File: src/mfh_pkg.sv
`default_nettype none
// ---------------------------------------------------------------------------
// mfh_pkg: shared types for the mqtt fixed header deframer
// Phase, role and error codes, the framing state record and the per-byte
// result record.
// ---------------------------------------------------------------------------
package mfh_pkg;

	localparam int LEN_W  = 28;
	localparam int CNT_W  = 3;
	localparam int HDR_W  = 3;

	localparam logic [3:0] TYPE_RESERVED_LO = 4'h0;
	localparam logic [3:0] TYPE_RESERVED_HI = 4'hF;

	typedef enum logic [1:0] {
		PH_TYPE,
		PH_LEN,
		PH_PAY,
		PH_DISCARD
	} phase_t;

	typedef enum logic [1:0] {
		ROLE_TYPE,
		ROLE_LEN,
		ROLE_PAY,
		ROLE_DISCARD
	} role_t;

	typedef enum logic [1:0] {
		ERR_NONE,
		ERR_TOO_LONG,
		ERR_RESERVED
	} err_t;

	typedef struct packed {
		phase_t             phase;
		logic [7:0]         type_flags;
		logic [LEN_W-1:0]   length_accum;
		logic [CNT_W-1:0]   length_byte_count;
		logic [LEN_W-1:0]   payload_left;
		err_t               error;
	} mfh_state_t;

	typedef struct packed {
		logic [7:0]         data_byte;
		role_t              role;
		logic               done;
		logic [7:0]         type_flags;
		logic [LEN_W-1:0]   length;
		logic [HDR_W-1:0]   header_size;
		err_t               error;
	} mfh_result_t;

	localparam mfh_state_t STATE_RESET = '{
		phase:             PH_TYPE,
		type_flags:        8'd0,
		length_accum:      '0,
		length_byte_count: '0,
		payload_left:      '0,
		error:             ERR_NONE
	};

	function automatic logic type_reserved(input logic [3:0] ptype);
		return (ptype == TYPE_RESERVED_LO) || (ptype == TYPE_RESERVED_HI);
	endfunction

endpackage
`default_nettype wire

File: src/mfh_step.sv
`default_nettype none
// ---------------------------------------------------------------------------
// mfh_step: one-byte framing step
// Given the current framing state and the received byte, computes the next
// state and the result record for that byte.
// ---------------------------------------------------------------------------
module mfh_step import mfh_pkg::*; #(
	parameter int MAX_LENGTH_BYTES = 4
) (
	input  mfh_state_t  cur,
	input  logic [7:0]  rx_byte,
	output mfh_state_t  nxt,
	output mfh_result_t res
);

	logic [LEN_W-1:0] group;
	logic [LEN_W-1:0] accum_new;
	logic [CNT_W-1:0] cnt_next;
	logic [LEN_W-1:0] pay_dec;
	logic             more;
	logic             too_long;
	logic             len_zero;
	logic             pay_end;
	logic             reserved;

	// place the 7-bit group at its position, least significant group first
	always_comb begin
		case (cur.length_byte_count[1:0])
			2'd0: group = {21'd0, rx_byte[6:0]};
			2'd1: group = {14'd0, rx_byte[6:0], 7'd0};
			2'd2: group = {7'd0, rx_byte[6:0], 14'd0};
			2'd3: group = {rx_byte[6:0], 21'd0};
			default: group = '0;
		endcase
	end

	assign accum_new = cur.length_accum | group;
	assign cnt_next  = cur.length_byte_count + CNT_W'(1);
	assign more      = rx_byte[7];
	assign too_long  = more && (cnt_next >= CNT_W'(MAX_LENGTH_BYTES));
	assign len_zero  = (accum_new == '0);
	assign pay_dec   = cur.payload_left - LEN_W'(1);
	assign pay_end   = (pay_dec == '0);
	assign reserved  = type_reserved(cur.type_flags[7:4]);

	function automatic mfh_state_t finish_packet(input logic resv);
		mfh_state_t s;
		s = STATE_RESET;
		if (resv) begin
			s.error = ERR_RESERVED;
			s.phase = PH_DISCARD;
		end
		return s;
	endfunction

	// next state
	always_comb begin
		nxt = cur;
		if (cur.error != ERR_NONE) begin
			nxt.phase = PH_DISCARD;
		end else begin
			unique case (cur.phase)
				PH_TYPE: begin
					nxt.type_flags        = rx_byte;
					nxt.length_accum      = '0;
					nxt.length_byte_count = '0;
					nxt.payload_left      = '0;
					nxt.phase             = PH_LEN;
				end
				PH_LEN: begin
					nxt.length_accum      = accum_new;
					nxt.length_byte_count = cnt_next;
					if (more) begin
						if (too_long) begin
							nxt.error = ERR_TOO_LONG;
							nxt.phase = PH_DISCARD;
						end
					end else if (len_zero) begin
						nxt = finish_packet(reserved);
					end else begin
						nxt.payload_left = accum_new;
						nxt.phase        = PH_PAY;
					end
				end
				PH_PAY: begin
					nxt.payload_left = pay_dec;
					if (pay_end) begin
						nxt = finish_packet(reserved);
					end
				end
				PH_DISCARD: begin
					nxt.phase = PH_DISCARD;
				end
				default: begin
					nxt.phase = PH_DISCARD;
				end
			endcase
		end
	end

	// per-byte result
	always_comb begin
		res.data_byte   = rx_byte;
		res.role        = ROLE_DISCARD;
		res.done        = 1'b0;
		res.type_flags  = 8'd0;
		res.length      = '0;
		res.header_size = '0;
		res.error       = nxt.error;
		if (cur.error == ERR_NONE) begin
			unique case (cur.phase)
				PH_TYPE: begin
					res.role        = ROLE_TYPE;
					res.type_flags  = rx_byte;
					res.header_size = HDR_W'(1);
				end
				PH_LEN: begin
					res.role        = ROLE_LEN;
					res.type_flags  = cur.type_flags;
					res.length      = accum_new;
					res.header_size = HDR_W'(1) + cnt_next;
					res.done        = !more && len_zero;
				end
				PH_PAY: begin
					res.role        = ROLE_PAY;
					res.type_flags  = cur.type_flags;
					res.length      = cur.length_accum;
					res.header_size = HDR_W'(1) + cur.length_byte_count;
					res.done        = pay_end;
				end
				PH_DISCARD: begin
					res.role = ROLE_DISCARD;
				end
				default: begin
					res.role = ROLE_DISCARD;
				end
			endcase
		end
	end

endmodule
`default_nettype wire

File: src/mqtt_fixed_header_deframer.sv
`default_nettype none
// ---------------------------------------------------------------------------
// mqtt_fixed_header_deframer: mqtt control packet framer
// Frames a received byte stream into packets, decoding the type/flags byte
// and the remaining-length varint, and tags every byte with its role.
// ---------------------------------------------------------------------------
//
//   channel  handshake            payload
//   -------  -------------------  ------------------------------------------
//   in       in_valid / in_stall  rx_byte
//   out      out_valid/out_stall  data_byte, byte_role, packet_done,
//                                 packet_type, packet_flags,
//                                 remaining_length, header_size, fault_code
//
// one byte per cycle unless out_stall holds a result; each result is registered.
// the framing state update (length group merge, payload count down and
// zero compare) is combinational and feeds the state register.
// reset: expecting a type/flags byte, no error latched, output empty.
// in_stall is high while a result sits in the output register and
// out_stall is high; an error is held until reset.
// ---------------------------------------------------------------------------
module mqtt_fixed_header_deframer import mfh_pkg::*; #(
	parameter int MAX_LENGTH_BYTES = 4
) (
	input  logic              clk,
	input  logic              arst_n,
	input  logic              in_valid,
	output logic              in_stall,
	input  logic [7:0]        rx_byte,
	output logic              out_valid,
	input  logic              out_stall,
	output logic [7:0]        data_byte,
	output logic [1:0]        byte_role,
	output logic              packet_done,
	output logic [3:0]        packet_type,
	output logic [3:0]        packet_flags,
	output logic [LEN_W-1:0]  remaining_length,
	output logic [HDR_W-1:0]  header_size,
	output logic [1:0]        fault_code
);

	mfh_state_t  state_q;
	mfh_state_t  state_nxt;
	mfh_result_t res_nxt;
	mfh_result_t res_s1;
	logic        valid_s1;
	logic        accept;

	mfh_step #(
		.MAX_LENGTH_BYTES(MAX_LENGTH_BYTES)
	) u_step (
		.cur     (state_q),
		.rx_byte (rx_byte),
		.nxt     (state_nxt),
		.res     (res_nxt)
	);

	assign in_stall = valid_s1 && out_stall;
	assign accept   = in_valid && !in_stall;

	always_ff @(posedge clk or negedge arst_n) begin
		if (!arst_n) begin
			state_q <= STATE_RESET;
		end else if (accept) begin
			state_q <= state_nxt;
		end
	end

	always_ff @(posedge clk or negedge arst_n) begin
		if (!arst_n) begin
			valid_s1 <= 1'b0;
		end else if (accept) begin
			valid_s1 <= 1'b1;
		end else if (!out_stall) begin
			valid_s1 <= 1'b0;
		end
	end

	always_ff @(posedge clk) begin
		if (accept) begin
			res_s1 <= res_nxt;
		end
	end

	assign out_valid        = valid_s1;
	assign data_byte        = res_s1.data_byte;
	assign byte_role        = res_s1.role;
	assign packet_done      = res_s1.done;
	assign packet_type      = res_s1.type_flags[7:4];
	assign packet_flags     = res_s1.type_flags[3:0];
	assign remaining_length = res_s1.length;
	assign header_size      = res_s1.header_size;
	assign fault_code       = res_s1.error;

	// a latched error never clears or changes
	assert property (@(posedge clk) disable iff (!arst_n)
		(state_q.error != ERR_NONE) |=> (state_q.error == $past(state_q.error)))
		else $error("error latch changed after being set");

	// only a length or payload byte can complete a packet
	assert property (@(posedge clk) disable iff (!arst_n)
		(valid_s1 && res_s1.done) |->
		(res_s1.role == ROLE_LEN || res_s1.role == ROLE_PAY))
		else $error("packet end on a byte of the wrong role");

	// discarded bytes only follow a latched error
	assert property (@(posedge clk) disable iff (!arst_n)
		(valid_s1 && res_s1.role == ROLE_DISCARD) |-> (res_s1.error != ERR_NONE))
		else $error("byte discarded without an error");

	// every accepted request yields a result next cycle
	assert property (@(posedge clk) disable iff (!arst_n)
		accept |=> valid_s1)
		else $error("accepted byte produced no result");

endmodule
`default_nettype wire

File: config.mk
export PLATFORM = sky130hd
export DESIGN_NAME = mqtt_fixed_header_deframer
export DESIGN_NICKNAME = d
export VERILOG_FILES = /design/src/mfh_pkg.sv /design/src/mfh_step.sv /design/src/mqtt_fixed_header_deframer.sv
export SDC_FILE = /design/constraint.sdc
export NUM_CORES = 1
export LEC_CHECK = 0
export ABC_AREA = 1
export BUFFER_PORTS_ARGS = -buffer_cell sky130_fd_sc_hd__buf_4
export CAP_MARGIN = 30
export CORE_MARGIN = 2
export CORE_UTILIZATION = 35
export CTS_CLUSTER_DIAMETER = 100
export DETAILED_ROUTE_END_ITERATION = 7
export GPL_ROUTABILITY_DRIVEN = 0
export SKIP_CTS_REPAIR_TIMING = 1
export SYNTH_ARGS = -nofsm -noshare
export SYNTH_HDL_FRONTEND = slang
export SYNTH_HIERARCHICAL = 1
export SYNTH_SLANG_ARGS = --single-unit
File: constraint.sdc
create_clock -name clk -period 5.1 [get_ports clk]
set_input_delay 0.255 -clock clk [delete_from_list [all_inputs] [get_ports clk]]
set_output_delay 0.255 -clock clk [all_outputs]
set_load 0.005 [all_outputs]
# --- Word level (Yosys, flattened, before mapping) ---
# Index checks and enable logic that the tools add are counted.
word_totals:
  elab_cells: 78
  out_inout_bits: 54
  in_bits: 12
  regBits: 124
op_classes:
  bitwise_logic: 2
  reduce_logical: 20
  add_sub_neg: 3
  order_cmp: 1
  n_mux: 25
  eq_ne: 13
op_table:
  columns: ["cell", "count"]
  rows:
  - ["$pmux 67 s3", 1]
  - ["$pmux 28 s4", 1]
  - ["$mux 71", 1]
  - ["$mux 67", 1]
  - ["$logic_not 28->1", 2]
  - ["$pmux 28 s2", 1]
  - ["$mux 39", 1]
  - ["$mux 28", 1]
  - ["$or 28x28->28", 1]
  - ["$sub 28x1->28 const B", 1]
  - ["$mux 2", 10]
  - ["$pmux 2 s4", 2]
  - ["$pmux 8 s2", 1]
  - ["$pmux 3 s3", 1]
  - ["$eq 2x2->1 const B", 4]
  - ["$reduce_and 4->1", 2]
  - ["$logic_not 2->1", 3]
  - ["$ne 2x1->1 const B", 3]
  - ["$reduce_and 6->1", 1]
  - ["$eq 2x1->1 const B", 2]
  - ["$eq 4x4->1 const B", 1]
  - ["$logic_and 1x1->1", 4]
  - ["$logic_not 4->1", 1]
  - ["$ne 4x2->1 const B", 1]
  - ["15 further kinds", 17]

# --- Logic depth before layout (Yosys ltp) ---
# Gate-level depths: netlist of the first run.
logic_depth:
  ltp_word: 8
  mapped_depth: 19
  mapped_depth_nobuf: 19

# --- Hierarchy ---
# Netlist of the first run, hierarchy kept.
by_module_without_submodules:
  columns: ["module", "instances", "seq_area_each_um2", "cells_per_inst", "area_per_inst_um2"]
  rows:
  - ["mqtt_fixed_header_deframer", 1, 3363.2, 365, 4455.5]
  - ["mfh_step", 1, 0.0, 820, 3877.5]

# --- Least setup slack after synthesis of the first run ---
# OpenSTA, ideal clock, no wires.
synth_timing:
  path_type: "register -> register"
  start: "register state_q[30] (netlist bit)"
  end: "register res_s1 (netlist bit fault_code[1]) (data pin)"
  required_time_ns: 4.975
  slack_ns: 2.796
  path_stages_with_launch: 15
  path_buffers: 2
  setup_time_ns: 0.125
  period_less_slack_ns: 2.304
  arrival_ns: 2.178
  cell_sequence: "dfrtp_1 inv_1 ha_1 inv_2 buf_2 a31oi_1 nand4_1 nor2_1 nand2_1 o21ai_0 nand4_1 nand2_1 nand2_1 nand2_1 buf_4"
synth_rtl:
  columns: ["element", "line_no", "text"]
  rows:
  - ["from (decl)", "mqtt_fixed_header_deframer.sv:42", "mfh_state_t state_q;"]
  - ["from (signal assigned)", "mqtt_fixed_header_deframer.sv:65", "state_q <= state_nxt;"]
  - ["to (signal assigned)", "mqtt_fixed_header_deframer.sv:81", "res_s1 <= res_nxt;"]
  - ["to (decl)", "mqtt_fixed_header_deframer.sv:45", "mfh_result_t res_s1;"]

# --- Worst setup path in the final report of the first run ---
layout_timing:
  start: "register state_q[2] (netlist bit)"
  end: "register state_q[63] (netlist bit)"
layout_between:
  elab_chain_len: 4
layout_lines:
  columns: ["element", "line_no", "text"]
  rows:
  - ["$sub 28x1->28", "mfh_step.sv:42", "assign pay_dec = cur.payload_left - LEN_W'(1);"]
  - ["$logic_not 28->1", "mfh_step.sv:43", "assign pay_end = (pay_dec == '0);"]
  - ["$ne 2x1->1 (no line)", null, null]
  - ["$reduce_and 6->1 (no line)", null, null]
# No other way between the ends.
# A chain may end at the register's enable or synchronous reset.

==> results of run 1 <==
flip-flops by register name, summed over array words and instances, names as in the netlist:
name,cells
header_size,3
remaining_length,28
packet_type,4
out_valid,1
packet_flags,4
byte_role,2
state_q,71
data_byte,8
packet_done,1
fault_code,2
worst reg2reg max path: stages, from the launching register on:
cell     delay, ns
dfrtp_1       0.41
inv_1         0.18
ha_1          0.28
nand2_2       0.18
nor2_8        0.21
nand3_1       0.12
nand2_1       0.14
nand3_1       0.08
nor2_1        0.09
nand2_1       0.07
nor2_2        0.14
nand3_4       0.41
nand2_4       0.22
nand3_4       0.13
nand2_1       0.12
nand2_1       0.05
nand3_1       0.07
nand2_1       0.06
layer usage:
layer	routed length, um	up-vias	share of wire (%)
met2	11310	329	45
met4	550	0	2.2
li1	-	3968	-
met1	11570	3847	46
met3	1799	43	7.1
met5	0	-	0
power by group through the flow:
stage | Combinational (mW) | Sequential [mW] | Clock, mW
detailed placement | 3.41 | 1.84 | 0
global route | 3.91 | 1.89 | 1.37
CTS | 3.42 | 1.83 | 1.33
floorplan | 2.55 | 1.74 | 0
global placement | 3.34 | 1.84 | 0
finish | 3.48 | 1.83 | 1.31
cells in the mapped netlist (all sizes together):
cell type | number | area (um^2)
clkinv | 1 | 3.750
nand3 | 133 | 690.7
inv | 71 | 266.5
edfxtp | 52 | 1562
o21ai | 17 | 88.83
o22ai | 2 | 12.51
clkbuf | 27 | 101.4
nand4 | 13 | 81.33
o221ai | 1 | 8.760
nor3 | 6 | 30.03
xor2 | 1 | 8.760
nand2 | 346 | 1321
a21o | 1 | 7.510
a31oi | 35 | 219.0
a31o | 2 | 17.52
a22oi | 2 | 15.01
o21a | 1 | 7.510
nand3b | 6 | 45.04
a211oi | 1 | 7.510
o21bai | 4 | 30.03
and2 | 1 | 6.260
dfrtp | 72 | 1802
a21boi | 1 | 7.510
a21oi | 77 | 385.4
nor2 | 213 | 853.3
o211ai | 25 | 187.7
o31ai | 9 | 67.56
buf | 53 | 349.1
ha | 12 | 150.1
worst paths after layout:
path,startpoint,end
max,state_q[2],state_q[63]
min,rx_byte[2],data_byte[2]
max reg2reg,state_q[2],state_q[63]
min reg2reg,state_q[63],state_q[63]
max in group asynchronous,arst_n,state_q[60]
min in group asynchronous,arst_n,state_q[18]
placed cells by master, fill, tap and decap left out, types with 3 or more instances in the layout:
| cell | Yosys | routed |
|---|---|---|
| nand2_1 | 341 | 341 |
| nor2_1 | 201 | 201 |
| nand3_1 | 131 | 131 |
| a21oi_1 | 77 | 77 |
| buf_4 | 10 | 72 |
| dfrtp_1 | 72 | 72 |
| inv_1 | 67 | 66 |
| edfxtp_1 | 52 | 52 |
| a31oi_1 | 35 | 35 |
| o211ai_1 | 25 | 25 |
| clkbuf_16 | 0 | 17 |
| nand4_1 | 13 | 13 |
| o21ai_0 | 13 | 13 |
| ha_1 | 12 | 11 |
| o31ai_1 | 9 | 9 |
| nor2_2 | 9 | 8 |
| nor3_1 | 6 | 6 |
| nand3b_1 | 6 | 6 |
| inv_2 | 4 | 5 |
| bufinv_16 | 0 | 4 |
| clkinv_4 | 0 | 4 |
| o21bai_1 | 4 | 4 |
| nand2_2 | 3 | 3 |
| clkinvlp_4 | 0 | 3 |
| nor2_4 | 2 | 3 |
| o21ai_1 | 3 | 3 |
final cells by class:
class	instances	share of cell area, %
Multi-Input combinational cell	909	44.48
Sequential cell	124	35.15
Timing Repair Buffer	77	6.747
Clock buffer	19	4.629
Tap cell	319	4.171
Inverter	72	2.824
Clock inverter	13	2.001
cell families (layout without fill, tap and decap cells):
family | Yosys count | in the layout | share of synthesized area, %
AND/OR/NAND/NOR | 718 | 718 | 36.34
AO/OA/AOI/OAI | 178 | 178 | 12.75
buffers and inverters | 152 | 181 | 8.649
flip-flops | 124 | 124 | 40.36
adder cells (fa/ha/maj) | 12 | 12 | 1.802
XOR/XNOR | 1 | 1 | 0.1051
through the flow:
stage | total power [mW] | setup slack (ns)
floorplan | 4.293 | 2.796
global placement | 5.182 | 2.121
detailed placement | 5.253 | 2.073
CTS | 6.583 | 2.062
global route | 7.177 | 1.690
finish | 6.619 | 2.030
==> impl_metrics.tcl, run 1 <==
set metrics [dict create \
    cp_slowest_cell "dfrtp_1" \
    diodes 0 \
    multi_input_area_um2 4257 \
    cts_tree "done" \
    sequentialPowerShare_pct 27.7 \
    htree_levels 4 \
    p_clk_share_pct 19.8 \
    layout.nets 1225 \
    critPathBufInv 1 \
    fin_crit_ns 3.070 \
    firstDrtPassIters 7 \
    fmax_ghz 0.3257 \
    yosys_warnings 6 \
    antenna_found_initial 0 \
    leakage_nw 4.352 \
    clkSlewWorstSetupHoldPaths_ns 0.06 \
    io_pins 66 \
    reg2reg_setup_slack_ns 2.03 \
    fin_area_um2 9569 \
    stdcell_count 1533 \
    core_region_area_um2 23400 \
    cp.depth 17 \
    synth_cell_types 42 \
    dieArea_um2 25060 \
    areaGrowthSynthToFinish_pct 14.83 \
    grt_max_degree 75 \
    place_area_um2 8925 \
    utilization_pct 40.89 \
    drc_errors 0 \
    grt_use_met2_pct 31.93 \
    root_buffer "clkbuf_16" \
    crit_family "simple AND/OR/NAND/NOR gates" \
    hold_viol_final 0 \
    required_ns 5.42 \
    hold_path_depth 1 \
    crit_fanout 34 \
    grt_pass1_wl_um 40210 \
    syn_area_per_cell_um2 7.032 \
    grt_pass1_vias 7331 \
    slowest_delay_ns 0.41 \
    met3_usage_pct 4.355 \
    numCtsBuffers 17 \
    path_cells "inv_1 > ha_1 > nand2_2 > nor2_8 > nand3_1 > nand2_1 > nand3_1 > nor2_1 > nand2_1 > nor2_2 > nand3_4 > nand2_4 > nand3_4 > nand2_1 > nand2_1 > nand3_1 > nand2_1" \
    netSwitchingFraction_pct 48.20 \
    worstSetupStartpointType "flip-flop" \
    seqCellArea_um2 3363 \
    finalMaxSlewViolations 0 \
    finalSetupViolCount 0 \
    grt.busiest_layer "met2" \
    relSlewSlack_pct 40.62 \
    syn_area_um2 8333 \
    groute.layer.met1.usage_pct 28.31 \
    drt_iter0_drc 873 \
    start_util_pct 35.61 \
    ir_drop_uv 281.7 \
    period_share_pct 60.19 \
    finClkSkew_ns 0.008557 \
    finalSetupTns_ns 0 \
    overflow 0 \
    n_fill_cell 2405 \
    ant_nets 0 \
    yosysSeqAreaShare_pct 40.36 \
    routed-via-count 8187 \
    grtUsageTotal_pct 20.51 \
    end_kind "flip-flop" \
    dp_hpwl_um 16570 \
    reg2reg_depth 17 \
    maxCapViolations 0 \
    crit_top_cell "nand2_1" \
    port_buffers 65 \
    p_sw_mw 3.191 \
    status "completed" \
    p_int_mw 3.428 \
    num_rows 56 \
    rsz0062_at_grt "false" \
    holdWs_ns 0.09142 \
    cts.sinks 124 \
    arrival_ns 3.39 \
    place_inst 1500 \
    ys_ff_latch 124 \
    p_per_area_nw_per_um2 691.7 \
    insertion_delay_ns 0.43 \
    via_per_inst 5.341 \
    min_path_type "in2reg" \
    syn_inst 1185 \
    wl_um 25220 \
    power.share.combinational_pct 52.5 \
    die_x_um 158.3 \
    cts_buffer_depth 2 \
    die_y_um 158.3 \
    syn_nets 1209 \
    tightest_slew_ns 0.8907 \
    drt-wirelength-per-cell_um 16.45 \
    final_layout_size_suffix_gt1_share_pct 11.12 \
    criticalPathCategory "reg2reg" \
]
(Power assumes the default switching activity.)
==> run 2: changes to the inputs <==
--- a/config.mk
+++ b/config.mk
@@ -5,7 +5,7 @@
 export SDC_FILE = /design/constraint.sdc
 export NUM_CORES = 1
 export LEC_CHECK = 0
-export ABC_AREA = 1
+export ABC_AREA = 0
 export BUFFER_PORTS_ARGS = -buffer_cell sky130_fd_sc_hd__buf_4
 export CAP_MARGIN = 30
 export CORE_MARGIN = 2
==> constraint.sdc (replaced) <==
create_clock -name clk -period 2.68 [get_ports clk]
set_input_delay 0.134 -clock clk [delete_from_list [all_inputs] [get_ports clk]]
set_output_delay 0.134 -clock clk [all_outputs]
set_load 0.005 [all_outputs]
==> run 2 against run 1 <==
Compared with the run above:
- the flow now finishes with violations (setup timing)
- first-iteration DRC count is 43% lower
- die area down 3.9%
- combinational power is 52% higher
- register-to-register slack lost 2.7 ns
- total power rose by 57%
- wire length is 4.8% lower
- maximum frequency decreased by 9.5%
- final area grew 11%
- sequential power grew 38%
==> impl_metrics.tcl, run 2 <==
set metrics [dict create \
    port_buffers 65 \
    dieArea_um2 24090 \
    cts_tree "done" \
    clkSlewWorstSetupHoldPaths_ns 0.06 \
    cp-startpoint "state_q[2]" \
    areaGrowthSynthToFinish_pct 32.98 \
    reg2reg_setup_slack_ns -0.71 \
    ys.flop_type "dfrtp_1" \
    r2r-start "state_q[2]" \
    cts.sinks 124 \
    cts_buffer_depth 2 \
    end_kind "flip-flop" \
    cp_slowest_cell "or4b_4" \
    layout_commonest_cell "buf_4" \
    drt_iter0_drc 499 \
    relSlewSlack_pct 55.84 \
    path_cells "inv_1 > ha_2 > or4b_4 > buf_6 > o31a_1 > nor4_4 > nand4_1 > buf_4 > or4_4 > mux2i_1 > o211ai_1 > mux2_4" \
    period_share_pct 126.6 \
    core_region_area_um2 22570 \
    finalMaxSlewViolations 0 \
    syn_inst 751 \
    status "complete, but fails checks" \
    overflow 0 \
    drc_errors 0 \
    synth_area_leaders "dfrtp_1 (23%), edfxtp_1 (20%), mux2_4 (13%)" \
    die_y_um 155.2 \
    leakage_nw 4.651 \
    finalSetupTns_ns -42.19 \
    synth_top_area_cell "dfrtp_1" \
    failed_checks "setup timing" \
    synth_cell_types 76 \
    htree_levels 4 \
    worstSetupStartpointType "flip-flop" \
    criticalPathCategory "reg2reg" \
    pre_cts_ws_ns -0.7399 \
    fmax_ghz 0.2948 \
    ys_ff_latch 124 \
    dp_hpwl_um 17120 \
    root_buffer "clkbuf_16" \
    grtUsageTotal_pct 19.86 \
    synth_commonest_cells "dfrtp_1 (72), mux2_4 (69), nor2_1 (57), edfxtp_1 (52), nand2_1 (51)" \
    r2r-end "state_q[69]" \
    insertion_delay_ns 0.43 \
    n_fill_cell 2090 \
    start_util_pct 35.46 \
    critPathBufInv 3 \
    via_per_inst 5.554 \
    num_rows 55 \
    synth_edf_count 52 \
    io_pins 66 \
    syn_area_per_cell_um2 10.66 \
    cp.depth 12 \
    grt_pass1_wl_um 37010 \
    layout.nets 960 \
    async_flop_share_pct 58.06 \
    arrival_ns 3.69 \
    fin_crit_ns 3.392 \
    drt-wirelength-per-cell_um 19.46 \
    largest_reg_flops 71 \
    finalSetupViolCount 72 \
    utilization_pct 47.16 \
    slowest_delay_ns 0.49 \
    antenna_found_initial 0 \
    most-common-layout-cells "buf_4 (223), dfrtp_1 (71), mux2_4 (69), nor2_1 (56), edfxtp_1 (52)" \
    hold_viol_final 0 \
    diodes 0 \
    ant_nets 0 \
    final_layout_size_suffix_gt1_share_pct 41.31 \
    tightest_slew_ns 0.6600 \
    wl_um 24020 \
    firstDrtPassIters 5 \
    hp-start "rx_byte[7]" \
    required_ns 2.98 \
    finalWorstSetupSlack_ns -0.7123 \
    syn_nets 775 \
    yosys_warnings 6 \
    top_register "state_q" \
    syn_area_um2 8004 \
    yosysSeqAreaShare_pct 42.02 \
    synth.most_common_cell "dfrtp_1" \
    grt_pass1_vias 6597 \
    finClkSkew_ns 0.009358 \
    min_path_type "in2reg" \
    reg2reg_depth 12 \
    rsz0062_at_grt "true" \
    die_x_um 155.2 \
    ir_drop_uv 499.0 \
    numCtsBuffers 17 \
    routed-via-count 6854 \
    p_per_area_nw_per_um2 975.6 \
    maxCapViolations 0 \
    crit_family "simple AND/OR/NAND/NOR gates" \
    grt_max_degree 61 \
    holdWs_ns 0.02991 \
    synth_top_cell_area_share_pct 22.51 \
    crit_fanout 3 \
    crit_end "state_q[69]" \
]
run 2: changes by cell type in the layout (fill, tap and decap cells not counted), moves of 14 or more:
| cell | before | now |
|---|---|---|
| nor2_1 | 201 | 56 |
| nor3_1 | 6 | 20 |
| nor4_1 | 0 | 16 |
| a22o_1 | 0 | 25 |
| o211ai_1 | 25 | 8 |
| nand2_1 | 341 | 49 |
| inv_1 | 66 | 13 |
| nor2b_1 | 0 | 14 |
| nand3_1 | 131 | 4 |
| mux2_4 | 0 | 69 |
| buf_4 | 72 | 223 |
| a21oi_1 | 77 | 31 |
run 2: power by group:
part | internal, mW | leakage (nW) | total (mW) | switching (mW)
logic | 2.50 | 2.86 | 5.28 | 2.77
clock network | 1.73 | 0.321 | 2.59 | 0.866
registers | 2.27 | 1.47 | 2.52 | 0.250
run 2: through the flow:
stage | instance area [um^2] | cells | power [mW]
after detailed placement | 9729 | 1193 | 7.389
after CTS | 10390 | 1225 | 10.02
after global placement | 9729 | 1193 | 7.360
final | 10640 | 1234 | 10.38
after floorplan | 8065 | 751 | 5.332
after global routing | 10640 | 1234 | 10.92
run 2: worst min-delay path by stage:
stage | end | slack [ns] | depth (start not counted)
final | data_byte[7] | 0.03 | 1
after global routing | data_byte[7] | 0.02 | 1
after CTS | state_q[4] | -0.27 | 1
after detailed placement | state_q[5] | 0.18 | 1
after global placement | state_q[5] | 0.17 | 1
after floorplan | out_valid | -0.16 | 0
run 2: cells by family after synthesis:
logic type	synth area share, %
AND/OR/NAND/NOR	14.33
AO/OA/AOI/OAI	19.42
flip-flops	42.02
buffers and inverters	6.378
multiplexers	14.88
adder cells (fa/ha/maj)	1.876
XOR/XNOR	1.094
run 2: worst register-to-register path, delay by kind of cell (launching register included):
kind,cells,cell delay [ns]
multiplexers,2,0.44
AO/OA/AOI/OAI,2,0.45
AND/OR/NAND/NOR,4,1.43
buffers and inverters,3,0.41
adder cells (fa/ha/maj),1,0.17
flip-flops,1,0.38
run 2: layout make-up:
type                    count  area, um^2  area share, %
multi-input cells         539        4298          40.38
flip-flops and latches    124        3364          31.61
repair buffers            238        1906          17.90
clock buffers              22       474.2          4.455
well taps                 285       356.6          3.350
clock inverters            10       185.2          1.740
inverters                  16       60.06         0.5642
run 2: per-layer routing:
metal	vias to the layer above	wire length [um]	track usage, %
met5	-	0	0
met4	0	604	7.121
met3	38	1154	3.259
met2	216	11500	32.55
met1	3379	10760	26.62
li1	3221	-	-
==> run 3: changes to the inputs <==
--- a/config.mk
+++ b/config.mk
@@ -13,6 +13,7 @@
 export CTS_CLUSTER_DIAMETER = 100
 export DETAILED_ROUTE_END_ITERATION = 7
 export GPL_ROUTABILITY_DRIVEN = 0
+export PLACE_DENSITY = 0.56
 export SKIP_CTS_REPAIR_TIMING = 1
 export SYNTH_ARGS = -nofsm -noshare
 export SYNTH_HDL_FRONTEND = slang
==> run 3 against run 2 <==
Compared with the run above:
- the run still ends with setup timing left
- non-clock buffer count rose by 5
- sequential share of layout area shrank 0.37 points
- maximum frequency up 0.84%
- combinational power is 4.9% higher
- critical path depth rose by 2
- clock skew grew 0.0069 ns
- sequential power barely moved
- worst setup slack improved by 0.028 ns
- worst hold slack improved by 0.017 ns
- total power increased by 1.6%
- core utilization is 0.56 points higher
- highest routed layer unchanged
==> impl_metrics.tcl, run 3 (synthesis gave the netlist of run 2 again) <==
set metrics [dict create \
    worstSetupStartpointType "flip-flop" \
    routed-via-count 6845 \
    grtUsageTotal_pct 20.75 \
    layout_commonest_cell "buf_4" \
    finalSetupViolCount 72 \
    finClkSkew_ns 0.01627 \
    ir_drop_uv 570.7 \
    root_buffer "clkbuf_16" \
    fin_crit_ns 3.364 \
    maxCapViolations 0 \
    p_per_area_nw_per_um2 979.9 \
    overflow 0 \
    final_layout_size_suffix_gt1_share_pct 42.66 \
    arrival_ns 3.68 \
    hold_viol_final 0 \
    wl_met1_um 10800 \
    ant_nets 0 \
    die_x_um 155.2 \
    leakage_nw 4.675 \
    diodes 0 \
    largest_reg_flops 71 \
    die_y_um 155.2 \
    grt_pass1_vias 6744 \
    cts_tree "done" \
    clkSlewWorstSetupHoldPaths_ns 0.07 \
    firstDrtPassIters 5 \
    period_share_pct 125.5 \
    min_path_type "in2reg" \
    finalWorstSetupSlack_ns -0.6839 \
    fmax_ghz 0.2973 \
    io_pins 66 \
    drt_iter0_drc 479 \
    top_layer "met4" \
    tightest_slew_ns 0.7383 \
    via_per_inst 5.525 \
    wl_met3_um 1290 \
    wl_um 24730 \
    crit_fanout 4 \
    relSlewSlack_pct 50.78 \
    dieArea_um2 24090 \
    drt-wirelength-per-cell_um 19.96 \
    stdcell_count 1239 \
    areaGrowthSynthToFinish_pct 34.56 \
    grt_pass1_wl_um 38380 \
    critPathBufInv 5 \
    reg2reg_setup_slack_ns -0.68 \
    status "complete, but fails checks" \
    top_register "state_q" \
    place_inst 1192 \
    layout.nets 965 \
    cp_slowest_cell "or4b_4" \
    port_buffers 65 \
    finalMaxSlewViolations 0 \
    insertion_delay_ns 0.43 \
    dp_hpwl_um 17220 \
    drc_errors 0 \
    core_region_area_um2 22570 \
    crit_family "simple AND/OR/NAND/NOR gates" \
    numCtsBuffers 17 \
    htree_levels 4 \
    rsz0062_at_grt "true" \
    failed_checks "setup timing" \
    cts.sinks 124 \
    criticalPathCategory "reg2reg" \
    path_cells "inv_2 > ha_4 > or4b_4 > buf_6 > o31a_1 > nor4_2 > nand4_1 > buf_4 > o31ai_4 > buf_4 > buf_6 > o211ai_1 > a211o_1 > mux2_4" \
    antenna_found_initial 0 \
    holdWs_ns 0.04648 \
    place_area_um2 9709 \
    start_util_pct 35.46 \
    met2WireLength_um 12230 \
    grt_max_degree 104 \
    cts_buffer_depth 2 \
    num_rows 55 \
    end_kind "flip-flop" \
    fin_area_um2 10770 \
    most-common-layout-cells "buf_4 (227), dfrtp_1 (71), mux2_4 (69), nor2_1 (56), edfxtp_1 (52)" \
    slowest_delay_ns 0.48 \
    pre_cts_ws_ns -0.8058 \
    required_ns 3.00 \
]
[run 3: metal layers]
layer  GRT usage (%)  vias up
met5               0        -
met4           5.854        0
met3           4.095       31
met2           34.46      212
met1           27.66     3373
li1                -     3229
[run 3: path summary, 6_finish.rpt]
check                      depth (start not counted)        start      endpoint
max                                               14   state_q[2]   state_q[15]
min                                                1   rx_byte[7]  data_byte[7]
max reg2reg                                       14   state_q[2]   state_q[15]
min reg2reg                                        1  state_q[64]   state_q[64]
max in group asynchronous                          3       arst_n   state_q[10]
min in group asynchronous                          2       arst_n   state_q[57]
[run 3: metrics by stage]
step | setup TNS, ns | util, % | total power [mW]
2_1_floorplan | -25.53 | - | 5.332
3_3_place_gp | -49.05 | 43.02 | 7.402
3_5_place_dp | -48.74 | 43.02 | 7.430
4_1_cts | -51.11 | 45.78 | 9.940
5_1_grt | -50.21 | 47.72 | 11.13
6_report | -42.18 | 47.72 | 10.55
[run 3: final cells by class]
cell class,instances,area (um^2)
fillers,2096,11800
multi-input cells,539,4432
flip-flops and latches,124,3364
repair buffers,243,1933
clock buffers,19,432.9
well taps,285,356.6
clock inverters,13,191.4
inverters,16,60.06
[run 3: power by group]
part / internal [mW] / total (mW) / leakage, nW / switching (mW)
sequential: 2.27 / 2.54 / 1.47 / 0.273
clock: 1.56 / 2.48 / 0.294 / 0.916
combinational: 2.63 / 5.54 / 2.91 / 2.90
total: 6.46 / 10.6 / 4.67 / 4.09
